==> src/hdl/ecda_pkg.sv <==
`default_nettype none
package ecda_pkg;

  localparam int THR_W     = 31;
  localparam int READING_W = 24;
  localparam int PHASE_W   = 2;
  localparam int DELTA_W   = 25;
  localparam int SUM_W     = 32;
  localparam int CFG_IDX_W = 1;
  localparam int SLOT_W    = 3;

  localparam logic [THR_W-1:0] THR_RESET = THR_W'(1000);

  localparam logic signed [SUM_W-1:0] SUM_MAX = 32'sh7fff_ffff;
  localparam logic signed [SUM_W-1:0] SUM_MIN = 32'sh8000_0000;

  localparam logic MODE_ACTIVE   = 1'b0;
  localparam logic MODE_REACTIVE = 1'b1;

  localparam logic [PHASE_W-1:0] PHASE_SWEEP_END = 2'd2;
  localparam logic [PHASE_W-1:0] PHASE_UNUSED    = 2'd3;

  localparam logic [SLOT_W-1:0] SLOTS_PER_KIND = 3'd3;
  localparam int               NUM_SLOTS      = 6;

  localparam logic [CFG_IDX_W-1:0] CFG_ACTIVE_THR   = 1'd0;
  localparam logic [CFG_IDX_W-1:0] CFG_REACTIVE_THR = 1'd1;

endpackage
`default_nettype wire

==> src/hdl/energy_counter_delta_accumulator_unit.sv <==
`default_nettype none
// Energy counter delta accumulator. Each input beat carries one raw energy-register reading
// for phase 0..2 of active (mode 0) or reactive (mode 1) energy. The unit keeps the last
// reading per phase and kind, forms the counter-wrap corrected signed delta (none on the first
// reading of a slot), adds it to that kind's saturating 32-bit accumulator and, on a phase-2
// beat, takes one threshold toward zero and counts a unit when the accumulator magnitude
// exceeds the threshold (active energy only with load_present set). Phase 3 beats change no
// state. One beat is accepted every cycle while the output is not stalled; a result passes
// one input register and one result register, with the single pass through the subtract,
// add-saturate and threshold logic in between. Thresholds reset to 1000; the user must write
// them via cfg_we/cfg_index/cfg_data only while the unit is idle, which it does not enforce.
module energy_counter_delta_accumulator_unit #(
  parameter int COUNTER_BITS = 24
) (
  input  wire logic                             clk,
  input  wire logic                             rst_n,
  input  wire logic                             cfg_we,
  input  wire logic [ecda_pkg::CFG_IDX_W-1:0]   cfg_index,
  input  wire logic [ecda_pkg::THR_W-1:0]       cfg_data,
  input  wire logic                             in_valid,
  output logic                                  in_stall,
  input  wire logic                             in_mode,
  input  wire logic [ecda_pkg::PHASE_W-1:0]     in_phase_index,
  input  wire logic [ecda_pkg::READING_W-1:0]   in_reading,
  input  wire logic                             in_load_present,
  output logic                                  out_valid,
  input  wire logic                             out_stall,
  output logic                                  out_delta_valid,
  output logic signed [ecda_pkg::DELTA_W-1:0]   out_wrapped_delta,
  output logic signed [ecda_pkg::SUM_W-1:0]     out_accumulator_now,
  output logic                                  out_unit_pulse,
  output logic [ecda_pkg::SUM_W-1:0]            out_unit_total
);
  import ecda_pkg::*;

  localparam int CB = COUNTER_BITS;
  localparam int DW = COUNTER_BITS + 1;
  localparam int SW = (DW + 1 > SUM_W + 2) ? DW + 1 : SUM_W + 2;
  localparam logic [CB-1:0] HALF_PAT = {1'b1, {(CB-1){1'b0}}};

  logic                   s1_valid_r;
  logic                   s1_mode_r;
  logic [PHASE_W-1:0]     s1_phase_r;
  logic [READING_W-1:0]   s1_reading_r;
  logic                   s1_load_r;

  logic [THR_W-1:0]       active_thr_r;
  logic [THR_W-1:0]       reactive_thr_r;
  logic [CB-1:0]          last_reading_r [NUM_SLOTS];
  logic [NUM_SLOTS-1:0]   seen_r;
  logic signed [SUM_W-1:0] active_sum_r;
  logic signed [SUM_W-1:0] reactive_sum_r;
  logic [SUM_W-1:0]       active_units_r;
  logic [SUM_W-1:0]       reactive_units_r;

  logic                   out_valid_r;
  logic                   out_delta_valid_r;
  logic signed [DELTA_W-1:0] out_wrapped_delta_r;
  logic signed [SUM_W-1:0] out_accumulator_now_r;
  logic                   out_unit_pulse_r;
  logic [SUM_W-1:0]       out_unit_total_r;

  logic                   advance;
  logic                   fire;
  logic                   in_range;
  logic [SLOT_W-1:0]      slot;
  logic [CB-1:0]          rd;
  logic [CB-1:0]          last_rd;
  logic [DW-1:0]          diff;
  logic [CB-1:0]          diff_lo;
  logic signed [DW-1:0]   delta;
  logic                   take;
  logic signed [DW-1:0]   delta_eff;
  logic signed [SUM_W-1:0] sum_cur;
  logic signed [SW-1:0]   sum_wide;
  logic signed [SUM_W-1:0] sum_sat;
  logic [THR_W-1:0]       thr;
  logic signed [SUM_W:0]  sum_x;
  logic signed [SUM_W:0]  thr_x;
  logic                   gate;
  logic                   pulse;
  logic signed [SUM_W-1:0] thr_s;
  logic signed [SUM_W-1:0] sum_nxt;
  logic [SUM_W-1:0]       units_cur;
  logic [SUM_W-1:0]       units_nxt;

  assign advance  = !out_valid_r || !out_stall;
  assign in_stall = s1_valid_r && !advance;
  assign fire     = s1_valid_r && advance;

  assign in_range = s1_phase_r != PHASE_UNUSED;
  assign slot     = (s1_mode_r == MODE_REACTIVE) ? SLOT_W'(s1_phase_r) + SLOTS_PER_KIND
                                                 : SLOT_W'(s1_phase_r);
  assign rd       = CB'(s1_reading_r);

  always_comb begin
    last_rd = '0;
    if (in_range) begin
      last_rd = last_reading_r[slot];
    end
  end

  assign diff    = {1'b0, rd} - {1'b0, last_rd};
  assign diff_lo = diff[CB-1:0];

  always_comb begin
    if (diff_lo == HALF_PAT && diff[CB]) begin
      delta = signed'({1'b0, diff_lo});
    end else begin
      delta = signed'({diff_lo[CB-1], diff_lo});
    end
  end

  assign take      = in_range && seen_r[slot];
  assign delta_eff = take ? delta : '0;

  assign sum_cur  = (s1_mode_r == MODE_REACTIVE) ? reactive_sum_r : active_sum_r;
  assign sum_wide = SW'(sum_cur) + SW'(delta_eff);

  always_comb begin
    if (sum_wide > SW'(SUM_MAX)) begin
      sum_sat = SUM_MAX;
    end else if (sum_wide < SW'(SUM_MIN)) begin
      sum_sat = SUM_MIN;
    end else begin
      sum_sat = SUM_W'(sum_wide);
    end
  end

  assign thr   = (s1_mode_r == MODE_REACTIVE) ? reactive_thr_r : active_thr_r;
  assign sum_x = (SUM_W + 1)'(sum_sat);
  assign thr_x = signed'({2'b00, thr});
  assign thr_s = signed'({1'b0, thr});
  assign gate  = in_range && s1_phase_r == PHASE_SWEEP_END &&
                 (s1_mode_r == MODE_REACTIVE || s1_load_r);
  assign pulse = gate && (sum_x > thr_x || sum_x < -thr_x);

  always_comb begin
    sum_nxt = sum_sat;
    if (pulse) begin
      if (sum_sat[SUM_W-1]) begin
        sum_nxt = sum_sat + thr_s;
      end else begin
        sum_nxt = sum_sat - thr_s;
      end
    end
  end

  assign units_cur = (s1_mode_r == MODE_REACTIVE) ? reactive_units_r : active_units_r;
  assign units_nxt = units_cur + SUM_W'(pulse);

  always_ff @(posedge clk) begin
    if (!rst_n) begin
      s1_valid_r       <= 1'b0;
      out_valid_r      <= 1'b0;
      active_thr_r     <= THR_RESET;
      reactive_thr_r   <= THR_RESET;
      seen_r           <= '0;
      active_sum_r     <= '0;
      reactive_sum_r   <= '0;
      active_units_r   <= '0;
      reactive_units_r <= '0;
    end else begin
      if (cfg_we) begin
        case (cfg_index)
          CFG_ACTIVE_THR:   active_thr_r   <= cfg_data;
          CFG_REACTIVE_THR: reactive_thr_r <= cfg_data;
          default: ;
        endcase
      end
      if (!in_stall) begin
        s1_valid_r <= in_valid;
      end
      if (advance) begin
        out_valid_r <= s1_valid_r;
      end
      if (fire && in_range) begin
        seen_r[slot] <= 1'b1;
        if (s1_mode_r == MODE_REACTIVE) begin
          reactive_sum_r   <= sum_nxt;
          reactive_units_r <= units_nxt;
        end else begin
          active_sum_r   <= sum_nxt;
          active_units_r <= units_nxt;
        end
      end
    end
  end

  always_ff @(posedge clk) begin
    if (!in_stall) begin
      s1_mode_r    <= in_mode;
      s1_phase_r   <= in_phase_index;
      s1_reading_r <= in_reading;
      s1_load_r    <= in_load_present;
    end
    if (fire) begin
      if (in_range) begin
        last_reading_r[slot] <= rd;
      end
      out_delta_valid_r     <= take;
      out_wrapped_delta_r   <= DELTA_W'(delta_eff);
      out_accumulator_now_r <= in_range ? sum_nxt : sum_cur;
      out_unit_pulse_r      <= pulse;
      out_unit_total_r      <= in_range ? units_nxt : units_cur;
    end
  end

  assign out_valid           = out_valid_r;
  assign out_delta_valid     = out_delta_valid_r;
  assign out_wrapped_delta   = out_wrapped_delta_r;
  assign out_accumulator_now = out_accumulator_now_r;
  assign out_unit_pulse      = out_unit_pulse_r;
  assign out_unit_total      = out_unit_total_r;

endmodule
`default_nettype wire

==> config.mk <==
export PLATFORM = sky130hd
export DESIGN_NAME = energy_counter_delta_accumulator_unit
export DESIGN_NICKNAME = d
export VERILOG_FILES = /design/src/hdl/ecda_pkg.sv /design/src/hdl/energy_counter_delta_accumulator_unit.sv
export SDC_FILE = /design/constraint.sdc
export NUM_CORES = 1
export LEC_CHECK = 0
export BUFFER_PORTS_ARGS = -buffer_cell sky130_fd_sc_hd__buf_2
export CORE_ASPECT_RATIO = 1.2
export CORE_MARGIN = 3
export CORE_UTILIZATION = 55
export CTS_BUF_LIST = sky130_fd_sc_hd__clkbuf_16
export DETAILED_ROUTE_END_ITERATION = 8
export GPL_TIMING_DRIVEN = 0
export PLACE_DENSITY = 0.74
export REMOVE_ABC_BUFFERS = 1
export SKIP_CTS_REPAIR_TIMING = 1
export SYNTH_ARGS = -nofsm -noshare
export SYNTH_HDL_FRONTEND = slang
export SYNTH_SLANG_ARGS = --single-unit
==> constraint.sdc <==
create_clock -name clk -period 21.9 [get_ports clk]
set_input_delay 3.285 -clock clk [delete_from_list [all_inputs] [get_ports clk]]
set_output_delay 3.285 -clock clk [all_outputs]
set_load 0.02 [all_outputs]
## Yosys cells after proc, flatten, opt, wreduce, memory -nomap -nowiden

Memory sizes are Yosys's and may differ from the RTL's.
Cells that the tools add are included.

- Flip-flop bits (word level): 317
- Memory bits (writable): 144
- Input port bits: 65
- Output and inout bits: 93
- Logic and storage cells: 77
- Memories: 1

Memories:

| name | words | bits a word | rd ports | clocked after Yosys merged registers in | write ports | line | source |
|---|---|---|---|---|---|---|---|
| last_reading_r | 6 | 24 | 1 | 0 | 1 | energy_counter_delta_accumulator_unit.sv:49 | `logic [CB-1:0] last_reading_r [NUM_SLOTS];` |

- Add/sub/neg operators: 7
- Magnitude comparators: 6
- Eq/ne operators: 3
- Multiplexer cells: 20
- Bitwise logic cells: 3
- Reduce and logical (&&, ||, !) cells: 19

Operators by type and width:

| kind | number |
|---|---|
| 2-to-1 mux 32 bit | 8 |
| 2-to-1 mux 25 bit | 2 |
| adder 32 x 25 -> 33 bit | 1 |
| > comparator 33 x 32 -> 1 bit, second input constant | 1 |
| less-than comparator 32 x 33 -> 1 bit | 1 |
| less-than comparator 33 x 32 -> 1 bit, second input constant | 1 |
| negation 31 -> 33 bit | 1 |
| adder 32 x 1 -> 32 bit | 1 |
| adder 32 bit | 1 |
| > comparator 32 bit | 1 |
| subtractor 32 bit | 1 |
| 2-to-1 mux 31 bit | 1 |
| subtractor 24 x 24 -> 25 bit | 1 |
| == test 24 bit, second input constant | 1 |
| 2-to-1 mux 24 bit | 1 |
| logical AND 1 bit | 9 |
| AND reduction 2 bit | 4 |
| bitwise OR 6 bit | 1 |
| 2-to-1 mux 1 bit | 5 |
| less-than comparator 3 x 4 -> 1 bit, second input constant | 1 |
| adder 2 x 2 -> 3 bit, second input constant | 1 |
| binary-select mux 1 bit (select 3 bit) | 1 |
| demux 1 bit (select 3 bit) | 1 |
| >= comparator 3 x 1 -> 1 bit, second input constant | 1 |
| 6 further kinds | 11 |

## Logic depth before layout (Yosys ltp)

Gate-level depths: netlist of run 1.
An unclocked memory read counts as a cell.

- Depth after elaboration: 18
- Gate-level depth with buffers: 73

## Least setup slack after synthesis of run 1

OpenSTA, ideal clock, no wires.

- Kind: register to register
- Start: register s1_mode_r
- End: register active_units_r[31]
- Library setup time: 0.115 ns
- Arrival: 13.660 ns
- Path slack: 8.125 ns
- Stages on the path, launching flop included: 73
- Path buffers: 16
- Clock period less this slack: 13.775 ns
- Cell sequence: edfxtp_1 > buf_2 > buf_2 > buf_2 > buf_2 > buf_2 > buf_2 > buf_2 > buf_1 > buf_2 > nand3_1 > o21ai_1 > clkbuf_1 > nand3_1 > nand3_1 > ha_1 > a21o_1 > o21ai_0 > [37 not listed] > inv_4 > buf_4 > ha_1 > inv_1 > a221oi_1 > and3b_1 > and3_1 > nand4bb_1 > nor2_1 > nand2_1 > nor2_1 > nand2_1 > or2_2 > clkbuf_1 > nor2_1 > nand2_1 > xnor2_1 > and2_1

RTL lines:

| what | line | source |
|---|---|---|
| start: declaration | energy_counter_delta_accumulator_unit.sv:42 | `logic s1_mode_r;` |
| start signal: assignment | energy_counter_delta_accumulator_unit.sv:192 | `s1_mode_r <= in_mode;` |
| 2-to-1 mux 3 bit * | energy_counter_delta_accumulator_unit.sv:92 | `assign slot = (s1_mode_r == MODE_REACTIVE) ? SLOT_W'(s1_phase_r) + SLOTS_PER_KIND` |
| memory (6 x 24 bit) | n/a |  |
| 2-to-1 mux 24 bit | energy_counter_delta_accumulator_unit.sv:98 | `if (in_range) begin` |
| subtractor 24 x 24 -> 25 bit | energy_counter_delta_accumulator_unit.sv:103 | `assign diff = {1'b0, rd} - {1'b0, last_rd};` |
| 2-to-1 mux 25 bit | energy_counter_delta_accumulator_unit.sv:107 | `if (diff_lo == HALF_PAT && diff[CB]) begin` |
| 2-to-1 mux 25 bit * | energy_counter_delta_accumulator_unit.sv:115 | `assign delta_eff = take ? delta : '0;` |
| via delta_eff[23] | energy_counter_delta_accumulator_unit.sv:73 | `logic signed [DW-1:0] delta_eff;` |
| adder 32 x 25 -> 33 bit * | energy_counter_delta_accumulator_unit.sv:118 | `assign sum_wide = SW'(sum_cur) + SW'(delta_eff);` |
| less-than comparator 33 x 32 -> 1 bit | energy_counter_delta_accumulator_unit.sv:123 | `end else if (sum_wide < SW'(SUM_MIN)) begin` |
| 2-to-1 mux 32 bit | energy_counter_delta_accumulator_unit.sv:123 |  |
| 2-to-1 mux 32 bit * | energy_counter_delta_accumulator_unit.sv:121 | `if (sum_wide > SW'(SUM_MAX)) begin` |
| less-than comparator 32 x 33 -> 1 bit / > comparator 32 bit (equally long branches) | energy_counter_delta_accumulator_unit.sv:136 | `assign pulse = gate && (sum_x > thr_x \|\| sum_x < -thr_x);` |
| logical OR 1 bit * | energy_counter_delta_accumulator_unit.sv:136 |  |
| logical AND 1 bit * | energy_counter_delta_accumulator_unit.sv:136 |  |
| via pulse | energy_counter_delta_accumulator_unit.sv:81 | `logic pulse;` |
| adder 32 x 1 -> 32 bit * | energy_counter_delta_accumulator_unit.sv:150 | `assign units_nxt = units_cur + SUM_W'(pulse);` |
| end signal: assignment | energy_counter_delta_accumulator_unit.sv:184 | `active_units_r <= units_nxt;` |
| end: declaration | energy_counter_delta_accumulator_unit.sv:53 | `logic [SUM_W-1:0] active_units_r;` |

The timed path passes the listed nets; every way through them passes the cells marked *. The select of a mux whose other input is x is not followed.
A chain may end at the register's enable or synchronous reset.

## Worst setup path in the final report of run 1

- Start: register s1_mode_r
- End: register reactive_units_r[31]

RTL lines:

| what | line | source |
|---|---|---|
| 2-to-1 mux 3 bit * | energy_counter_delta_accumulator_unit.sv:92 |  |
| memory (6 x 24 bit) | n/a |  |
| 2-to-1 mux 24 bit | energy_counter_delta_accumulator_unit.sv:98 |  |
| subtractor 24 x 24 -> 25 bit | energy_counter_delta_accumulator_unit.sv:103 |  |
| 2-to-1 mux 25 bit | energy_counter_delta_accumulator_unit.sv:107 |  |
| 2-to-1 mux 25 bit * | energy_counter_delta_accumulator_unit.sv:115 |  |
| via delta_eff[23] | energy_counter_delta_accumulator_unit.sv:73 |  |
| adder 32 x 25 -> 33 bit * | energy_counter_delta_accumulator_unit.sv:118 |  |
| less-than comparator 33 x 32 -> 1 bit | energy_counter_delta_accumulator_unit.sv:123 |  |
| 2-to-1 mux 32 bit | energy_counter_delta_accumulator_unit.sv:123 |  |
| 2-to-1 mux 32 bit * | energy_counter_delta_accumulator_unit.sv:121 |  |
| less-than comparator 32 x 33 -> 1 bit / > comparator 32 bit (equally long branches) | energy_counter_delta_accumulator_unit.sv:136 |  |
| logical OR 1 bit * | energy_counter_delta_accumulator_unit.sv:136 |  |
| logical AND 1 bit * | energy_counter_delta_accumulator_unit.sv:136 |  |
| adder 32 x 1 -> 32 bit * | energy_counter_delta_accumulator_unit.sv:150 |  |
| end signal: assignment | energy_counter_delta_accumulator_unit.sv:181 | `reactive_units_r <= units_nxt;` |
| end: declaration | energy_counter_delta_accumulator_unit.sv:54 | `logic [SUM_W-1:0] reactive_units_r;` |

Marked as above.

==> results.toml, run 1 <==
[logic_synthesis]
synth.largest_area_cell = "edfxtp_1"
synth_area_leaders = "edfxtp_1, dfxtp_1, ha_1"
syn_area_per_cell_um2 = 9.21
synth_area_mm2 = 0.0279
synth_most_common_cell = "nand2_1"
ys_seq_area_share_pct = 42.6
ys_top_cells_by_count = "nand2_1, edfxtp_1, nor2_1, dfxtp_1"
synth_top_area_share_pct = 28.3
synth_edf_count = 263
synth_flop_cell = "edfxtp_1"
yosys_warnings = 0
ys_ff_latch = 461
ys_types = 96
syn_inst = 3026
async_flop_share_pct = 0

[power_and_ir_drop]
power.density_mw_per_mm2 = 84.4
power_frac_comb_pct = 32.4
switching_share_pct = 35.0
ir_drop_mv = 0.0588
p_leak_uw = 0.0124
seqPwrFrac_pct = 37.3
p_clk_share_pct = 30.3
intPower_uw = 1700
switchingPower_uw = 915

[timing]
rsz0062_at_grt = "no"
hold_ws_ns = 0.461
fin_crit_sh_pct = 84.7
skew_ns = 0.0225
worst-slew-pin-transition_ns = 1.34
slew_viol_final = 0
relSlewSlack_pct = 10.3
fmax_mhz = 53.9
min_period_ns = 18.54
hold_viol = 0
setup_violations = 0

[global_routing]
grt_util_all_layers_pct = 28.4
grt_max_degree = 147
grt_pass1_wl_um = 121000
grt_remaining_overflow = 0
antenna_found_initial = 0
grt_pass1_vias = 22392

[routing]
postRouteAntennaNets = 0
wirelength_um = 78000
drc = 0
viasPerCell = 6.15
dr.pass1.iters = 5
drt_iter0_markers = 2083
wl_per_cell_um = 20.7
num_vias = 23179

[worst_setup_path]
cpMostUsedCell = "a21oi_1"
path_max_fanout = 46
path_delay_family = "simple AND/OR/NAND/NOR gates"
rrSetupSlack_ns = 3.36
startpoint_type = "register"
cp_slowest_cell = "clkinv_1"
crit_type = "register to register"
ff2ff_path_depth = 53
end_kind = "register"
max_stage_delay_ns = 1.21
cp.buffers_inverters = 5
worst_ep_required_time_ns = 22.38
crit_cells = 53
cp.arrival_ns = 19.02

[cells_and_area]
final_util_pct = 62.4
syn_to_final_growth_pct = 11.2
instances_no_fill = 3772
fin_area_mm2 = 0.0310
n_antenna_cell = 0
fillerInstances = 4101
drive_above_1_share_pct = 11.1
fin_nets = 3319

[floorplanning]
core_area_mm2 = 0.0497
start_util_pct = 56.1
die_area_mm2 = 0.0534
ios = 158
die_h_um = 253
rows = 89
die_w_um = 211

[clock_tree]
numClockSinks = 461
root_buffer = "clkbuf_16"
clk_latency_ns = 0.60
numCtsBuffers = 46
cts_tree = "yes"
cts_buffer_depth = 3
htreeDepth = 2
path_clk_slew_ns = 0.06

[job]
cap_violations = 0

[placement]
dp.cells = 3687
port_buffers = 157
gp_congestion = 0.951
dpl_cell_area_mm2 = 0.0295
dp_hpwl_um = 55700

[outcome]
outcome = "finished, final reports clean"

[min_path]
holdPathStages = 2
hold_class = "register to register"
[path summary, 6_finish.rpt]
| kind | startpoint | endpoint |
|---|---|---|
| worst max-delay path | s1_mode_r$_DFFE_PN_ | reactive_units_r[31]$_SDFFE_PN0P_ |
| worst min-delay path | reactive_sum_r[18]$_SDFFE_PN0P_ | reactive_sum_r[18]$_SDFFE_PN0P_ |
| worst max register to register | s1_mode_r$_DFFE_PN_ | reactive_units_r[31]$_SDFFE_PN0P_ |
| worst min register to register | reactive_sum_r[18]$_SDFFE_PN0P_ | reactive_sum_r[18]$_SDFFE_PN0P_ |
[cells by family (layout without fill, tap and decap cells)]
| family | after synthesis | in the layout | share of synthesized area, % |
|---|---|---|---|
| AOI/OAI and AO/OA | 734 | 734 | 17.4 |
| xor gates and xnor gates | 175 | 175 | 5.53 |
| adders and majority gates | 159 | 159 | 7.20 |
| buffers and inverters | 260 | 369 | 3.75 |
| DFF | 461 | 461 | 42.6 |
| muxes | 142 | 142 | 5.26 |
| and+or+nand+nor | 1095 | 1095 | 18.3 |
[tightest hold or removal path, cell delays in order (launching register included)]
cell	delay, ns
dfxtp_1	0.31
nand3_1	0.06
o21ai_1	0.05
[through the flow]
| step | TNS, ns | setup WS [ns] | power (µW) |
|---|---|---|---|
| 2_1_floorplan | 0 | 2.93 | 1580 |
| 5_1_grt | 0 | 2.04 | 2730 |
| 3_3_place_gp | -889.66 | -6.89 | 1800 |
| 3_5_place_dp | 0 | 2.92 | 1820 |
| 4_1_cts | 0 | 2.89 | 2610 |
| 6_report | 0 | 3.36 | 2620 |
[sequential cells by signal, summed over array words and instances, names as in the netlist]
register / flops
active_sum_r: 32
active_thr_r: 31
active_units_r: 32
last_reading_r: 144
out_accumulator_now: 32
out_delta_valid: 1
out_unit_pulse: 1
out_unit_total: 32
out_valid: 1
out_wrapped_delta: 25
rd: 24
reactive_sum_r: 32
reactive_thr_r: 31
reactive_units_r: 32
s1_load_r: 1
s1_mode_r: 1
s1_phase_r: 2
s1_valid_r: 1
seen_r: 6
[power groups by stage]
stage	registers (µW)	logic, µW	clock network, µW
floorplan	1010	567	0
global placement	999	803	0
detailed placement	993	829	0
CTS	975	834	804
global route	978	921	835
finish	975	849	792
[per-layer routing]
layer / vias up / share of wire, % / GRT usage, %
met5: - / 0 / 0
met4: 0 / 4.0 / 11.3
met3: 177 / 5.4 / 3.05
met2: 796 / 50 / 50.1
met1: 11151 / 41 / 35.8
li1: 11055 / - / -
[cell type report]
type / count / area [µm²] / area share (%)
clock buffer: 48 / 1200 / 3.88
tap: 637 / 797 / 2.57
inverter: 99 / 377 / 1.22
sequential: 461 / 11900 / 38.3
clock inverter: 37 / 302 / 0.973
timing repair buffer: 185 / 1410 / 4.56
multi-input combinational: 2305 / 15000 / 48.5
[placed cells by master, fill, tap and decap left out, types with 15 or more instances in the layout]
cell | netlist | layout
a211oi_1 | 27 | 27
a21boi_0 | 81 | 81
a21o_1 | 64 | 63
a21oi_1 | 174 | 174
a31oi_1 | 32 | 32
and2_1 | 55 | 55
buf_16 | 0 | 16
buf_2 | 14 | 156
clkbuf_16 | 0 | 48
dfxtp_1 | 198 | 198
edfxtp_1 | 263 | 263
ha_1 | 153 | 152
inv_1 | 97 | 106
mux2_2 | 36 | 36
mux2i_1 | 106 | 106
nand2_1 | 408 | 407
nand2b_1 | 16 | 16
nand3_1 | 174 | 173
nand4_1 | 23 | 23
nor2_1 | 217 | 217
nor2b_1 | 17 | 15
nor3_1 | 64 | 63
nor4_1 | 16 | 16
o211ai_1 | 20 | 20
o21a_1 | 24 | 24
o21ai_0 | 135 | 135
o21ai_1 | 37 | 35
o21bai_1 | 22 | 22
o31ai_1 | 16 | 16
or3_1 | 38 | 37
xnor2_1 | 140 | 139
xor2_1 | 34 | 33
Note: power is estimated with default switching activity, not from simulation.
==> inputs of run 2 (changes only) <==
==> constraint.sdc (replaced) <==
create_clock -name clk -period 17.2 [get_ports clk]
set_input_delay 2.58 -clock clk [delete_from_list [all_inputs] [get_ports clk]]
set_output_delay 2.58 -clock clk [all_outputs]
set_load 0.02 [all_outputs]
==> results.toml, run 2 (same netlist as run 1, synthesis figures left out) <==
[outcome]
outcome = "finished, final reports clean"

[worst_setup_path]
crit_type = "register to register"
cp_slowest_cell = "o21ai_4"
ff2ff_path_depth = 56
cp.arrival_ns = 16.61
r2r_end = "reactive_units_r[31]$_SDFFE_PN0P_"
path_max_fanout = 46
max_stage_delay_ns = 0.78
path_delay_family = "simple AND/OR/NAND/NOR gates"
startpoint_type = "register"
cp.buffers_inverters = 4
cp-startpoint = "s1_mode_r$_DFFE_PN_"
endpoint = "reactive_units_r[31]$_SDFFE_PN0P_"
crit_cells = 56
crit-reg2reg-launch = "s1_mode_r$_DFFE_PN_"
end_kind = "register"
rrSetupSlack_ns = 1.07
cpMostUsedCell = "a21oi_1"
worst_ep_required_time_ns = 17.68

[timing]
skew_ns = 0.0220
relSlewSlack_pct = 9.88
hold_viol = 0
rsz0062_at_grt = "no"
worst-slew-pin-transition_ns = 1.35
setup_violations = 0
fmax_mhz = 62.0
slew_viol_final = 0
timing.setup.tns_ns = 0
setup_ws_ns = 1.07
fin_crit_sh_pct = 93.8
min_period_ns = 16.13

[clock_tree]
htreeDepth = 2
clk_latency_ns = 0.60
path_clk_slew_ns = 0.06
cts_buffer_depth = 3
numCtsBuffers = 46
root_buffer = "clkbuf_16"
numClockSinks = 461
cts_tree = "yes"

[floorplanning]
rows = 89
start_util_pct = 56.1
core_area_mm2 = 0.0497
die_h_um = 253
ios = 158
die_w_um = 211
die_area_mm2 = 0.0534

[routing]
viasPerCell = 6.15
num_vias = 23208
dr.pass1.iters = 9
wirelength_um = 78200
drc = 0
wl_per_cell_um = 20.7
postRouteAntennaNets = 0
drt_iter0_markers = 1964

[min_path]
hold_class = "register to register"
hp-start = "reactive_thr_r[13]$_SDFFE_PN0P_"

[placement]
place_ws_ns = -1.78
gp_congestion = 0.951
port_buffers = 157
dp_hpwl_um = 55700

[cells_and_area]
max_flop_register = "last_reading_r"
fillerInstances = 4093
largest_reg_flops = 144
fin_nets = 3322
n_antenna_cell = 0
syn_to_final_growth_pct = 11.5
layout_common_cells = "nand2_1, edfxtp_1, nor2_1"
final_common_cell = "nand2_1"
drive_above_1_share_pct = 11.5

[global_routing]
antenna_found_initial = 0
grt_util_all_layers_pct = 28.4
grt_pass1_vias = 22392
grt_remaining_overflow = 0
grt_max_degree = 147
grt_pass1_wl_um = 121000

[power_and_ir_drop]
p_clk_share_pct = 30.3
switchingPower_uw = 1170
intPower_uw = 2170
ir_drop_mv = 0.0757
p_leak_uw = 0.0124
switching_share_pct = 35.0
power.density_mw_per_mm2 = 107
power_frac_comb_pct = 32.6
seqPwrFrac_pct = 37.2

[job]
cap_violations = 0
-- run 2: metrics by stage --
stage,utilization [%],total power [µW],hold WS [ns],area (µm²),cells
after floorplan,-,2010,0.438,27200,2865
after global placement,58.0,2290,0.444,28800,3659
after detailed placement,59.4,2320,0.453,29500,3687
after CTS,62.4,3330,0.461,31000,3772
after global routing,62.5,3490,0.478,31100,3775
final,62.5,3340,0.462,31100,3775
-- run 2: cell type report --
| class | instances | area [µm²] | area share, % |
|---|---|---|---|
| Timing Repair inverter | 1 | 5.00 | 0.0161 |
| Clock buffer | 48 | 1200 | 3.87 |
| Multi-Input combinational cell | 2305 | 15100 | 48.6 |
| Clock inverter | 37 | 302 | 0.971 |
| Tap cell | 637 | 797 | 2.57 |
| Timing Repair Buffer | 187 | 1430 | 4.60 |
| Inverter | 99 | 380 | 1.22 |
| Sequential cell | 461 | 11900 | 38.2 |
-- run 2: how the worst min path moves through the flow --
| stage | end | depth (start not counted) |
|---|---|---|
| after floorplan | reactive_sum_r[0]$_SDFFE_PN0P_ | 2 |
| after global placement | reactive_sum_r[28]$_SDFFE_PN0P_ | 2 |
| after detailed placement | reactive_sum_r[18]$_SDFFE_PN0P_ | 2 |
| after CTS | reactive_sum_r[18]$_SDFFE_PN0P_ | 2 |
| after global routing | active_sum_r[20]$_SDFFE_PN0P_ | 2 |
| final | reactive_thr_r[13]$_SDFFE_PN0P_ | 2 |
-- run 2: worst min-delay path: cells and delay by family, from the launching register on --
family / cells / cell delay, ns
compound gates: 1 / 0.06
flops: 1 / 0.31
simple gates: 1 / 0.05
-- run 2: power groups by stage --
stage                     sequential, µW  combinational, µW  clock (µW)
after floorplan                     1290                722           0
after global placement              1270               1020           0
after detailed placement            1260               1060           0
after CTS                           1240               1060        1020
after global routing                1240               1180        1060
final                               1240               1090        1010
-- run 2: metal layers --
layer | vias up | wire length [µm] | GRT usage [%] | share of wire, %
met4 | 0 | 3060 | 11.3 | 3.9
met3 | 185 | 4290 | 3.05 | 5.5
li1 | 11066 | - | - | -
met5 | - | 0 | 0 | 0
met2 | 806 | 39000 | 50.1 | 50
met1 | 11151 | 31800 | 35.8 | 41
==> inputs of run 3 (changes only) <==
==> constraint.sdc (replaced) <==
create_clock -name clk -period 15.55 [get_ports clk]
set_input_delay 2.3325 -clock clk [delete_from_list [all_inputs] [get_ports clk]]
set_output_delay 2.3325 -clock clk [all_outputs]
set_load 0.02 [all_outputs]
==> results.toml, run 3 (same netlist as run 1, synthesis figures left out) <==
[worst_setup_path]
worst_ep_required_time_ns = 16.03
path_max_fanout = 46
rrSetupSlack_ns = 0.96
cp_slowest_cell = "ha_1"
cp.buffers_inverters = 4
cp.arrival_ns = 15.07
max_stage_delay_ns = 0.50
cpMostUsedCell = "a21o_1"
crit_type = "register to register"
path_delay_family = "compound AO/OA/AOI/OAI gates"
end_kind = "register"
startpoint_type = "register"
crit-reg2reg-launch = "s1_phase_r[0]$_DFFE_PN_"
cp-startpoint = "s1_phase_r[0]$_DFFE_PN_"

[global_routing]
grt_remaining_overflow = 0
grt_max_degree = 147
antenna_found_initial = 0
grt_util_all_layers_pct = 28.4
grt_pass1_wl_um = 121000
grt_pass1_vias = 22392

[timing]
skew_ns = 0.0217
fin_crit_sh_pct = 93.8
setup_violations = 0
fmax_mhz = 68.6
worst-slew-pin-transition_ns = 1.30
hold_viol = 0
relSlewSlack_pct = 13.3
slew_viol_final = 0
min_period_ns = 14.59

[cells_and_area]
syn_to_final_growth_pct = 12.3
instances_no_fill = 3792
n_antenna_cell = 0
layout_common_cells = "nand2_1, edfxtp_1, nor2_1"
fin_nets = 3339
max_flop_register = "last_reading_r"
final_util_pct = 63.0
drive_above_1_share_pct = 12.5
final_common_cell = "nand2_1"
largest_reg_flops = 144

[floorplanning]
die_w_um = 211
die_area_mm2 = 0.0534
die_h_um = 253
start_util_pct = 56.1
core_area_mm2 = 0.0497
ios = 158
rows = 89

[clock_tree]
numCtsBuffers = 46
numClockSinks = 461
path_clk_slew_ns = 0.06
htreeDepth = 2
cts_buffer_depth = 3
cts_tree = "yes"
clk_latency_ns = 0.60
root_buffer = "clkbuf_16"

[power_and_ir_drop]
p_leak_uw = 0.0125
power_frac_comb_pct = 32.8
switching_share_pct = 35.0
intPower_uw = 2400
ir_drop_mv = 0.0834
switchingPower_uw = 1300
power.density_mw_per_mm2 = 118
seqPwrFrac_pct = 37.1
p_clk_share_pct = 30.1

[placement]
dp_hpwl_um = 55700
dp.cells = 3687
port_buffers = 157
gp_congestion = 0.951

[routing]
wl_per_cell_um = 20.8
drt_iter0_markers = 2017
dr.pass1.iters = 6
postRouteAntennaNets = 0
viasPerCell = 6.18
wirelength_um = 78700
num_vias = 23432
drc = 0

[job]
cap_violations = 0

[min_path]
hp-start = "reactive_thr_r[13]$_SDFFE_PN0P_"
hold_class = "register to register"

[outcome]
outcome = "finished, final reports clean"
==> run 3: layout make-up <==
class	count	area, µm²
clock inverter	37	302
tap	637	797
multi-input combinational	2306	15200
inverter	99	389
fill	4058	18400
timing repair buffer	203	1550
clock buffer	48	1200
timing repair inverter	1	5.00
sequential	461	11900
==> run 3: power groups by stage <==
stage / combinational [µW] / sequential, µW / clock, µW
2_1_floorplan: 799 / 1420 / 0
3_3_place_gp: 1130 / 1410 / 0
3_5_place_dp: 1170 / 1400 / 0
4_1_cts: 1170 / 1370 / 1130
5_1_grt: 1320 / 1380 / 1180
6_report: 1210 / 1370 / 1110
==> run 3: stage by stage <==
| step | instance area (µm²) | setup TNS [ns] | setup slack, ns | total power [µW] | hold WS, ns |
|---|---|---|---|---|---|
| detailed placement | 29500 | -249.48 | -3.43 | 2570 | 0.453 |
| CTS | 31000 | -255.83 | -3.46 | 3680 | 0.461 |
| global route | 31300 | -0.00612 | -0.00612 | 3870 | 0.478 |
| finish | 31300 | 0 | 0.964 | 3700 | 0.461 |
| floorplan | 27200 | -316.59 | -3.42 | 2220 | 0.438 |
| global placement | 28800 | -2116.16 | -13.24 | 2540 | 0.444 |
==> run 3: metal layers <==
layer  GRT usage [%]  wire length (µm)  up-vias
met5               0                 0        -
met4            11.3              3210        0
met3            3.05              4500      202
met2            50.1             39000      855
met1            35.8             32000    11280
li1                -                 -    11095
==> run 3: final timing paths <==
check	endpoint	depth (start not counted)
worst max-delay path	reactive_units_r[31]$_SDFFE_PN0P_	61
worst max register to register	reactive_units_r[31]$_SDFFE_PN0P_	61
worst min-delay path	reactive_thr_r[13]$_SDFFE_PN0P_	2
worst min register to register	reactive_thr_r[13]$_SDFFE_PN0P_	2
==> run 3: tightest hold or removal path: cells and delay by family, from the launching register on <==
family	cells	cell delay, ns
AO/OA/AOI/OAI	1	0.06
AND/OR/NAND/NOR	1	0.05
flip-flops	1	0.31
